File: src/design/btla_pkg.sv
// package for the bakery ticket lock arbiter
// request and response types, function and status codes; no dependencies
`timescale 1ns / 1ps
`default_nettype none

package btla_pkg;

  localparam int unsigned ActiveBits  = 5;
  localparam int unsigned ClientBits  = 4;
  localparam int unsigned StatusBits  = 3;
  localparam int unsigned GivenBits   = 16;
  localparam int unsigned EntryBits   = 32;
  localparam logic [ActiveBits-1:0] ActiveReset = 5'd16;

  typedef enum logic {
    FUNC_REQUEST = 1'b0,
    FUNC_RELEASE = 1'b1
  } func_e;

  typedef enum logic [StatusBits-1:0] {
    STATUS_OK         = 3'd0,
    STATUS_HELD       = 3'd1,
    STATUS_NOT_HOLDER = 3'd2,
    STATUS_OVERFLOW   = 3'd3,
    STATUS_INACTIVE   = 3'd4
  } status_e;

  typedef struct packed {
    logic                  func;
    logic [ClientBits-1:0] client;
  } req_t;

  typedef struct packed {
    logic [StatusBits-1:0] status;
    logic                  holder_valid;
    logic [ClientBits-1:0] holder;
    logic [GivenBits-1:0]  ticket_given;
    logic [EntryBits-1:0]  client_entries;
  } rsp_t;

endpackage

`default_nettype wire

File: src/design/bakery_ticket_lock_arbiter_core.sv
// bakery ticket lock arbiter top level: sequencer, ticket and entry memories
// uses btla_pkg, btla_ram and btla_scan
//
// usage:
//   req channel (req_valid_i / req_ready_o / req_i) carries one request or
//   release per item: func and client. every item gives exactly one response
//   on the rsp channel (rsp_valid_o / rsp_ready_i / rsp_o): status, holder
//   after the step, ticket handed out and the client's entry count.
//   cfg channel (cfg_valid_i / cfg_ready_o / cfg_data_i) writes the number of
//   active clients; it is always ready and should be written while idle.
// timing:
//   one item at a time. tickets live in a one-port-read memory that is
//   scanned one entry per cycle over the n active clients (at most CLIENTS),
//   and a successful release scans a second time to find the new holder.
//   the response turns valid when the core returns to idle.
// reset:
//   all tickets and entry counts read as zero (per-entry valid flops), 16
//   active clients. a stalled receiver holds the response in the output
//   register; the next item is still taken and waits only at its end.
`timescale 1ns / 1ps
`default_nettype none

module bakery_ticket_lock_arbiter_core #(
  parameter int unsigned CLIENTS     = 16,
  parameter int unsigned TICKET_BITS = 16
) (
  input  wire logic                   clk_i,
  input  wire logic                   rst_ni,
  input  wire logic                   cfg_valid_i,
  output logic                        cfg_ready_o,
  input  wire logic [4:0]             cfg_data_i,
  input  wire logic                   req_valid_i,
  output logic                        req_ready_o,
  input  wire btla_pkg::req_t         req_i,
  output logic                        rsp_valid_o,
  input  wire logic                   rsp_ready_i,
  output btla_pkg::rsp_t              rsp_o
);

  import btla_pkg::*;

  localparam int unsigned AW = $clog2(CLIENTS);
  localparam int unsigned CW = $clog2(CLIENTS + 1);

  typedef enum logic [2:0] {
    S_IDLE,
    S_SCAN,
    S_UPDATE,
    S_RESCAN,
    S_FINISH
  } state_e;

  state_e                  state_q;
  logic [ActiveBits-1:0]   active_q;
  logic [CW-1:0]           n_q;
  logic [CW-1:0]           n_d;
  logic                    func_q;
  logic [ClientBits-1:0]   cli_q;
  rsp_t                    res_q;
  rsp_t                    rsp_q;
  logic                    rsp_valid_q;

  logic [CLIENTS-1:0]      tv_q;
  logic [CLIENTS-1:0]      ev_q;
  logic                    tvr_q;
  logic                    evr_q;

  logic                    req_fire;
  logic                    scan_start;
  logic                    scan_done;
  logic                    found;
  logic [AW-1:0]           who;
  logic [TICKET_BITS-1:0]  mx;
  logic [TICKET_BITS-1:0]  own;
  logic [AW-1:0]           raddr;
  logic [AW-1:0]           cli_addr;
  logic [TICKET_BITS-1:0]  t_rdata;
  logic [TICKET_BITS-1:0]  t_val;
  logic [TICKET_BITS-1:0]  t_wdata;
  logic                    t_we;
  logic [EntryBits-1:0]    e_rdata;
  logic [EntryBits-1:0]    e_val;
  logic [EntryBits-1:0]    e_next;
  logic                    e_we;

  logic                    inactive;
  logic                    req_ok;
  logic                    rel_ok;
  logic [TICKET_BITS-1:0]  new_ticket;
  logic [AW-1:0]           post_who;
  logic [7:0]              post_who8;
  logic [7:0]              who8;
  logic [31:0]             given32;
  logic [2:0]              status_sel;

  assign cfg_ready_o = 1'b1;
  assign req_ready_o = (state_q == S_IDLE);
  assign req_fire    = req_valid_i && req_ready_o;
  assign cli_addr    = AW'(cli_q);

  always_comb begin
    if (active_q > CLIENTS) begin
      n_d = CW'(CLIENTS);
    end else begin
      n_d = CW'(active_q);
    end
  end

  // item classification, valid in S_UPDATE
  assign inactive   = (cli_q >= n_q);
  assign new_ticket = mx + TICKET_BITS'(1);
  assign req_ok     = !inactive && (func_q == FUNC_REQUEST) && (own == '0) && !(&mx);
  assign rel_ok     = !inactive && (func_q == FUNC_RELEASE) && found && (who == cli_addr);
  assign e_val      = evr_q ? e_rdata : '0;
  assign e_next     = e_val + EntryBits'(1);
  assign t_val      = tvr_q ? t_rdata : '0;

  always_comb begin
    status_sel = STATUS_OK;
    if (inactive) begin
      status_sel = STATUS_INACTIVE;
    end else if (func_q == FUNC_REQUEST) begin
      if (own != '0) begin
        status_sel = STATUS_HELD;
      end else if (&mx) begin
        status_sel = STATUS_OVERFLOW;
      end
    end else if (!rel_ok) begin
      status_sel = STATUS_NOT_HOLDER;
    end
  end

  // a new ticket is the largest, so the holder only changes when there was none
  assign post_who   = found ? who : cli_addr;
  assign post_who8  = 8'(post_who);
  assign who8       = 8'(who);
  assign given32    = 32'(new_ticket);

  assign t_we       = (state_q == S_UPDATE) && (req_ok || rel_ok);
  assign t_wdata    = req_ok ? new_ticket : '0;
  assign e_we       = (state_q == S_UPDATE) && rel_ok;
  assign scan_start = req_fire || e_we;

  always_ff @(posedge clk_i or negedge rst_ni) begin
    if (!rst_ni) begin
      active_q <= ActiveReset;
    end else if (cfg_valid_i && cfg_ready_o) begin
      active_q <= cfg_data_i;
    end
  end

  // valid flops stand in for the cleared reset contents of both memories
  always_ff @(posedge clk_i or negedge rst_ni) begin
    if (!rst_ni) begin
      tv_q  <= '0;
      ev_q  <= '0;
      tvr_q <= 1'b0;
      evr_q <= 1'b0;
    end else begin
      tvr_q <= tv_q[raddr];
      evr_q <= ev_q[cli_addr];
      if (t_we) begin
        tv_q[cli_addr] <= 1'b1;
      end
      if (e_we) begin
        ev_q[cli_addr] <= 1'b1;
      end
    end
  end

  always_ff @(posedge clk_i or negedge rst_ni) begin
    if (!rst_ni) begin
      state_q     <= S_IDLE;
      n_q         <= '0;
      func_q      <= 1'b0;
      cli_q       <= '0;
      res_q       <= '0;
      rsp_q       <= '0;
      rsp_valid_q <= 1'b0;
    end else begin
      if (rsp_valid_q && rsp_ready_i && (state_q != S_FINISH)) begin
        rsp_valid_q <= 1'b0;
      end
      case (state_q)
        S_IDLE: begin
          if (req_fire) begin
            n_q     <= n_d;
            func_q  <= req_i.func;
            cli_q   <= req_i.client;
            state_q <= S_SCAN;
          end
        end
        S_SCAN: begin
          if (scan_done) begin
            state_q <= S_UPDATE;
          end
        end
        S_UPDATE: begin
          res_q.status         <= status_sel;
          res_q.ticket_given   <= req_ok ? given32[GivenBits-1:0] : '0;
          res_q.client_entries <= (cli_q < CLIENTS) ? (rel_ok ? e_next : e_val) : '0;
          if (req_ok) begin
            res_q.holder_valid <= 1'b1;
            res_q.holder       <= post_who8[ClientBits-1:0];
          end else begin
            res_q.holder_valid <= found;
            res_q.holder       <= found ? who8[ClientBits-1:0] : '0;
          end
          state_q <= rel_ok ? S_RESCAN : S_FINISH;
        end
        S_RESCAN: begin
          if (scan_done) begin
            res_q.holder_valid <= found;
            res_q.holder       <= found ? who8[ClientBits-1:0] : '0;
            state_q            <= S_FINISH;
          end
        end
        S_FINISH: begin
          if (!rsp_valid_q || rsp_ready_i) begin
            rsp_q       <= res_q;
            rsp_valid_q <= 1'b1;
            state_q     <= S_IDLE;
          end
        end
        default: begin
          state_q <= S_IDLE;
        end
      endcase
    end
  end

  assign rsp_valid_o = rsp_valid_q;
  assign rsp_o       = rsp_q;

  btla_scan #(
    .CLIENTS     (CLIENTS),
    .TICKET_BITS (TICKET_BITS)
  ) u_scan (
    .clk_i    (clk_i),
    .rst_ni   (rst_ni),
    .start_i  (scan_start),
    .count_i  (n_q),
    .client_i (cli_addr),
    .rdata_i  (t_val),
    .raddr_o  (raddr),
    .done_o   (scan_done),
    .found_o  (found),
    .who_o    (who),
    .max_o    (mx),
    .own_o    (own)
  );

  btla_ram #(
    .WIDTH (TICKET_BITS),
    .DEPTH (CLIENTS)
  ) u_ticket_ram (
    .clk_i   (clk_i),
    .we_i    (t_we),
    .waddr_i (cli_addr),
    .wdata_i (t_wdata),
    .raddr_i (raddr),
    .rdata_o (t_rdata)
  );

  btla_ram #(
    .WIDTH (EntryBits),
    .DEPTH (CLIENTS)
  ) u_entry_ram (
    .clk_i   (clk_i),
    .we_i    (e_we),
    .waddr_i (cli_addr),
    .wdata_i (e_next),
    .raddr_i (cli_addr),
    .rdata_o (e_rdata)
  );

endmodule

`default_nettype wire

File: src/design/btla_ram.sv
// generic single write port, single read port ram with registered read
// no dependencies
`timescale 1ns / 1ps
`default_nettype none

module btla_ram #(
  parameter int unsigned WIDTH = 16,
  parameter int unsigned DEPTH = 16
) (
  input  wire logic                     clk_i,
  input  wire logic                     we_i,
  input  wire logic [$clog2(DEPTH)-1:0] waddr_i,
  input  wire logic [WIDTH-1:0]         wdata_i,
  input  wire logic [$clog2(DEPTH)-1:0] raddr_i,
  output logic      [WIDTH-1:0]         rdata_o
);

  logic [WIDTH-1:0] mem_q [DEPTH];
  logic [WIDTH-1:0] rdata_q;

  always_ff @(posedge clk_i) begin
    if (we_i) begin
      mem_q[waddr_i] <= wdata_i;
    end
    rdata_q <= mem_q[raddr_i];
  end

  assign rdata_o = rdata_q;

endmodule

`default_nettype wire

File: src/design/btla_scan.sv
// ticket scan unit: walks the ticket memory one entry a cycle, finding the
// largest ticket, the holder (smallest nonzero ticket) and the client's ticket
`timescale 1ns / 1ps
`default_nettype none

module btla_scan #(
  parameter int unsigned CLIENTS     = 16,
  parameter int unsigned TICKET_BITS = 16
) (
  input  wire logic                         clk_i,
  input  wire logic                         rst_ni,
  input  wire logic                         start_i,
  input  wire logic [$clog2(CLIENTS+1)-1:0] count_i,
  input  wire logic [$clog2(CLIENTS)-1:0]   client_i,
  input  wire logic [TICKET_BITS-1:0]       rdata_i,
  output logic      [$clog2(CLIENTS)-1:0]   raddr_o,
  output logic                              done_o,
  output logic                              found_o,
  output logic      [$clog2(CLIENTS)-1:0]   who_o,
  output logic      [TICKET_BITS-1:0]       max_o,
  output logic      [TICKET_BITS-1:0]       own_o
);

  localparam int unsigned AW = $clog2(CLIENTS);
  localparam int unsigned CW = $clog2(CLIENTS + 1);

  logic                   busy_q;
  logic [CW-1:0]          cnt_q;
  logic                   pv_q;
  logic [AW-1:0]          pidx_q;
  logic                   found_q;
  logic [AW-1:0]          who_q;
  logic [TICKET_BITS-1:0] best_q;
  logic [TICKET_BITS-1:0] max_q;
  logic [TICKET_BITS-1:0] own_q;
  logic                   issue;

  assign issue = busy_q && (cnt_q < count_i);

  always_ff @(posedge clk_i or negedge rst_ni) begin
    if (!rst_ni) begin
      busy_q <= 1'b0;
      cnt_q  <= '0;
      pv_q   <= 1'b0;
    end else if (start_i) begin
      busy_q <= 1'b1;
      cnt_q  <= '0;
      pv_q   <= 1'b0;
    end else if (busy_q) begin
      pv_q <= issue;
      if (issue) begin
        cnt_q <= cnt_q + CW'(1);
      end
      if (!issue && !pv_q) begin
        busy_q <= 1'b0;
      end
    end
  end

  // read data lines up with pidx_q in the cycle after the address
  always_ff @(posedge clk_i) begin
    if (start_i) begin
      found_q <= 1'b0;
      who_q   <= '0;
      best_q  <= '0;
      max_q   <= '0;
      own_q   <= '0;
    end else begin
      pidx_q <= cnt_q[AW-1:0];
      if (busy_q && pv_q) begin
        if (rdata_i > max_q) begin
          max_q <= rdata_i;
        end
        // strict compare keeps the lowest index among equal tickets
        if ((rdata_i != '0) && (!found_q || (rdata_i < best_q))) begin
          found_q <= 1'b1;
          best_q  <= rdata_i;
          who_q   <= pidx_q;
        end
        if (pidx_q == client_i) begin
          own_q <= rdata_i;
        end
      end
    end
  end

  assign raddr_o = cnt_q[AW-1:0];
  assign done_o  = busy_q && !issue && !pv_q;
  assign found_o = found_q;
  assign who_o   = who_q;
  assign max_o   = max_q;
  assign own_o   = own_q;

endmodule

`default_nettype wire

File: config.mk
export PLATFORM = sky130hd
export DESIGN_NAME = bakery_ticket_lock_arbiter_core
export DESIGN_NICKNAME = d
export VERILOG_FILES = /design/src/design/btla_pkg.sv /design/src/design/bakery_ticket_lock_arbiter_core.sv /design/src/design/btla_ram.sv /design/src/design/btla_scan.sv
export SDC_FILE = /design/constraint.sdc
export NUM_CORES = 1
export LEC_CHECK = 0
export BUFFER_PORTS_ARGS = -buffer_cell sky130_fd_sc_hd__clkbuf_2
export CAP_MARGIN = 20
export CORE_MARGIN = 3
export CORE_UTILIZATION = 29
export CTS_BUF_LIST = sky130_fd_sc_hd__clkbuf_16
export DETAILED_ROUTE_END_ITERATION = 10
export PLACE_DENSITY = 0.45
export REMOVE_ABC_BUFFERS = 1
export SLEW_MARGIN = 15
export SYNTH_ARGS = -nofsm -noshare
export SYNTH_HDL_FRONTEND = slang
export SYNTH_HIERARCHICAL = 1
export SYNTH_SLANG_ARGS = --single-unit
File: constraint.sdc
create_clock -name clk_i -period 14.3 [get_ports clk_i]
set_input_delay 0.715 -clock clk_i [delete_from_list [all_inputs] [get_ports clk_i]]
set_output_delay 0.715 -clock clk_i [all_outputs]
set_load 0.01 [all_outputs]
==> impl_metrics.py <==
metrics = {
    "clock_network": {
        "clock_tree.buffer_depth": 3,
        "tritoncts.num_buffers": 107,
        "cts_sink_count": 1045,
        "clockRootBuffer": "clkbuf_16",
        "hold_buffers": 0,
        "clock_latency_ns": 0.71,
        "clock_tree.htree_level_count": 3,
        "worst_setup_hold_path_clk_slew_ns": 0.06,
        "cts_tree": "done",
        "post_cts.repair.setup_buffers": 0,
        "post_cts_repair_resize_count": 0,
    },
    "floorplan": {
        "coreArea_sq_mm": 0.142,
        "chipHeight_microns": 385,
        "die_area_sq_mm": 0.148,
        "placementRows": 138,
        "start_util_pct": 29.3,
        "die_width_microns": 385,
        "top_level_ports": 74,
    },
    "power": {
        "totalPowerFinal_mw": 8.25,
        "power_density_mw_per_mm2": 171,
        "worst_ir_drop_vdd_mv": 0.127,
        "leakagePower_nw": 17.9,
    },
    "grt": {
        "pin_count_of_the_biggest_net_entering_global_routing": 105,
        "grt_first_pass_wirelength_microns": 161000,
        "global_route.usage.total_pct": 14.8,
        "grt_antenna_before_repair": 8,
        "grt-ovfl-total": 0,
        "grt_pass1_vias": 22874,
    },
    "layout": {
        "post_route_cells_drive_above_1_share_pct": 24.8,
        "commonest_non_fill_non_tap_cells_in_the_layout": "edfxtp_1 (772), mux4_2 (192), dfrtp_1 (167)",
        "final_net_count": 2610,
        "area_growth_pct": 16.0,
        "mostFrequentLayoutCell": "edfxtp_1",
        "multi_input_comb_area_sq_mm": 0.0116,
        "sequential_cell_area_sq_mm": 0.0295,
        "n_fill_cell": 13488,
    },
    "synthesis": {
        "synth_top_cell_area_share_pct": 55.6,
        "netlist_area_sq_mm": 0.0417,
        "synthMuxAreaShare_pct": 14.0,
        "yosys.area_share.simple_pct": 5.86,
        "post-synth-top-area-cell": "edfxtp_1",
        "post_synth_fa_ha_maj_area_fraction_pct": 1.26,
        "synthesis.yosys.warnings": 6,
        "synth_flop_cell": "edfxtp_1",
        "synth_top_family_by_area": "multiplexers",
        "synth_top_cells_by_area": "edfxtp_1 (56%), mux4_2 (10%), dfrtp_1 (10%), dfxtp_1 (4.9%), mux2_2 (1.8%)",
        "ys_ff_latch": 1045,
        "edff_count_synth": 772,
        "ys_async_sr_fraction_pct": 16.5,
        "yosys.cell_types.count": 74,
        "synthCells": 2421,
        "yosys.area_share.xor_xnor_pct": 1.60,
        "post_synth.cell_area_avg_sq_um": 17.2,
        "synth_compound_area_share_pct": 4.43,
        "register_area_share_after_synthesis_pct": 70.8,
    },
    "critical_path": {
        "crit_chain": "inv_1 -> ha_1 -> o21ai_0 -> a221oi_4 -> buf_4 -> or3_4 -> inv_2 -> nand3_1 -> nor3_2 -> buf_4",
        "critical_path_s_slowest_cell": "dfrtp_4",
        "cp.required_ns": 14.65,
        "crit_path_max_fanout": 39,
        "cp.buffers_inverters": 4,
        "critPathMostFrequentCell": "buf_4",
        "startpoint_type": "flop",
        "type_of_element_capturing_the_critical_path": "flop",
        "delay_contributed_by_the_slowest_stage_of_the_critical_path_ns": 0.92,
        "timing_worst_setup_path_type": "reg -> reg",
        "worst_ep_arrival_time_ns": 5.42,
        "worst_path_dominant_cell_family": "simple AND/OR/NAND/NOR gates",
    },
    "run_status": {
        "status": "finished clean",
    },
    "routing": {
        "route.detailed.vias_per_inst": 4.90,
        "detail_route.wl_per_cell_microns": 24.1,
        "routed_wirelength_microns": 109000,
        "drtIter0Drc": 1897,
        "vias": 22231,
        "first_pass_iters": 5,
        "remaining_drc_errors": 0,
        "route.antenna.remaining_nets": 0,
    },
    "timing": {
        "timing.clock.skew_ns": 0.0220,
        "max_freq_ghz": 0.198,
        "report.final.hold_viol_count": 0,
        "finalWorstPathRequiredPeriod_ns": 5.06,
        "timing_worst_slew_pin_value_ns": 1.14,
        "layout_setup_ws_ns": 9.24,
        "totalNegativeSetupSlack_ns": 0,
        "timing.max_slew.rel_slack_pct": 23.5,
        "layout_worst_path_cycle_share_pct": 35.4,
        "rsz0062_at_grt": "no",
        "holdWs_ns": 0.130,
        "finalSetupViolations": 0,
        "report.final.slew_viol_count": 0,
    },
    "placement": {
        "post-place-ws_ns": 9.16,
        "io_buffer_count": 72,
        "dpl.hpwl_microns": 71400,
        "gpl.final_weighted_congestion": 0.796,
    },
    "flow_run": {
        "cap_viol_max_count": 0,
    },
    "min_path": {
        "hold_path_class": "in -> async",
    },
}
==> Yosys cell counts, types with 5 or more instances <==
| library cell | number |
|---|---|
| a31oi_1 | 6 |
| dfxtp_1 | 101 |
| a31o_1 | 16 |
| nand4_1 | 17 |
| nor4_2 | 9 |
| buf_2 | 20 |
| edfxtp_1 | 772 |
| mux2_2 | 66 |
| and2_1 | 21 |
| o21ai_0 | 27 |
| mux4_2 | 192 |
| clkbuf_1 | 56 |
| or3_1 | 5 |
| a31o_2 | 18 |
| and3_1 | 5 |
| nor2_1 | 148 |
| nor4_1 | 16 |
| mux4_1 | 10 |
| xnor2_1 | 32 |
| nand3_1 | 33 |
| nor2b_1 | 8 |
| dfrtp_1 | 171 |
| xor2_1 | 44 |
| buf_4 | 19 |
| buf_1 | 25 |
| buf_6 | 7 |
| nand2_1 | 165 |
| a21oi_1 | 23 |
| a22oi_1 | 98 |
| o31ai_1 | 16 |
| mux2i_1 | 52 |
| nand2b_1 | 15 |
| ha_1 | 42 |
| nor3_1 | 29 |
| inv_1 | 52 |
| a21o_1 | 11 |
| o21ai_1 | 18 |
==> logic make-up after synthesis <==
logic type	count (synthesis)
AOI/OAI and AO/OA	258
xor gates and xnor gates	76
adders and majority gates	42
buffers and inverters	181
DFF	1045
muxes	320
other	1
and+or+nand+nor	498
==> worst paths after layout <==
path                                              start                                  to  slack (ns)  cells past startpoint
worst min register to register      ev_q[5]$_DFFE_PN0P_                 ev_q[5]$_DFFE_PN0P_        0.46                      1
worst max register to register  cli_addr[0]$_DFFE_PN0P_  u_entry_ram/mem_q[12][7]$_DFFE_PP_        9.24                     10
max in group asynchronous                        rst_ni             cli_addr[1]$_DFFE_PN0P_       12.45                      2
min in group clk_i                        cfg_data_i[0]             active_q[0]$_DFFE_PN0P_        0.25                      2
worst max-delay path            cli_addr[0]$_DFFE_PN0P_  u_entry_ram/mem_q[12][7]$_DFFE_PP_        9.24                     10
worst min-delay path                             rst_ni               rsp_o[55]$_DFFE_PN0P_        0.13                      1
==> layout make-up <==
cell class,instances,share of cell area (%)
diodes,3,0.0155
clock buffers,108,5.59
clock inverters,93,1.50
inverters,53,0.412
multi-input cells,1195,24.1
flip-flops and latches,1045,61.1
well taps,1890,4.89
repair buffers,151,2.45
==> layer usage <==
| layer | vias up | share of wire, % | track usage (%) |
|---|---|---|---|
| met4 | 2 | 1.9 | 3.40 |
| met5 | - | 0.012 | 0 |
| met2 | 567 | 46 | 22.9 |
| li1 | 9712 | - | - |
| met1 | 11806 | 47 | 21.5 |
| met3 | 144 | 5.0 | 2.62 |
==> metrics by stage <==
stage	std cells	util, %	cell area (sq um)
floorplan	2293	-	41000
global placement	4313	31.3	44500
detailed placement	4325	31.5	44800
CTS	4526	33.9	48200
global route	4535	34.0	48300
finish	4538	34.0	48300
==> sequential cells by signal, summed over array words and instances (netlist names), 3 cells and up <==
signal and cells:
ev_q 16, n_q 5, active_q 5, u_scan/max_o 16, u_scan/cnt_q 5, u_scan/best_q 16
state_q 3, u_entry_ram/rdata_o 32, res_q 56, u_ticket_ram/rdata_o 16, cli_addr 4, rsp_o 56
tv_q 16, u_scan/who_o 4, u_scan/own_o 16, u_entry_ram/mem_q 512, u_scan/pidx_q 4, u_ticket_ram/mem_q 256
==> report_power, final <==
part | internal, mW | switching [mW]
clock network | 1.56 | 1.16
logic | 0.659 | 1.16
registers | 3.45 | 0.253
total | 5.67 | 2.58
Power figures use the tool's default switching activity.
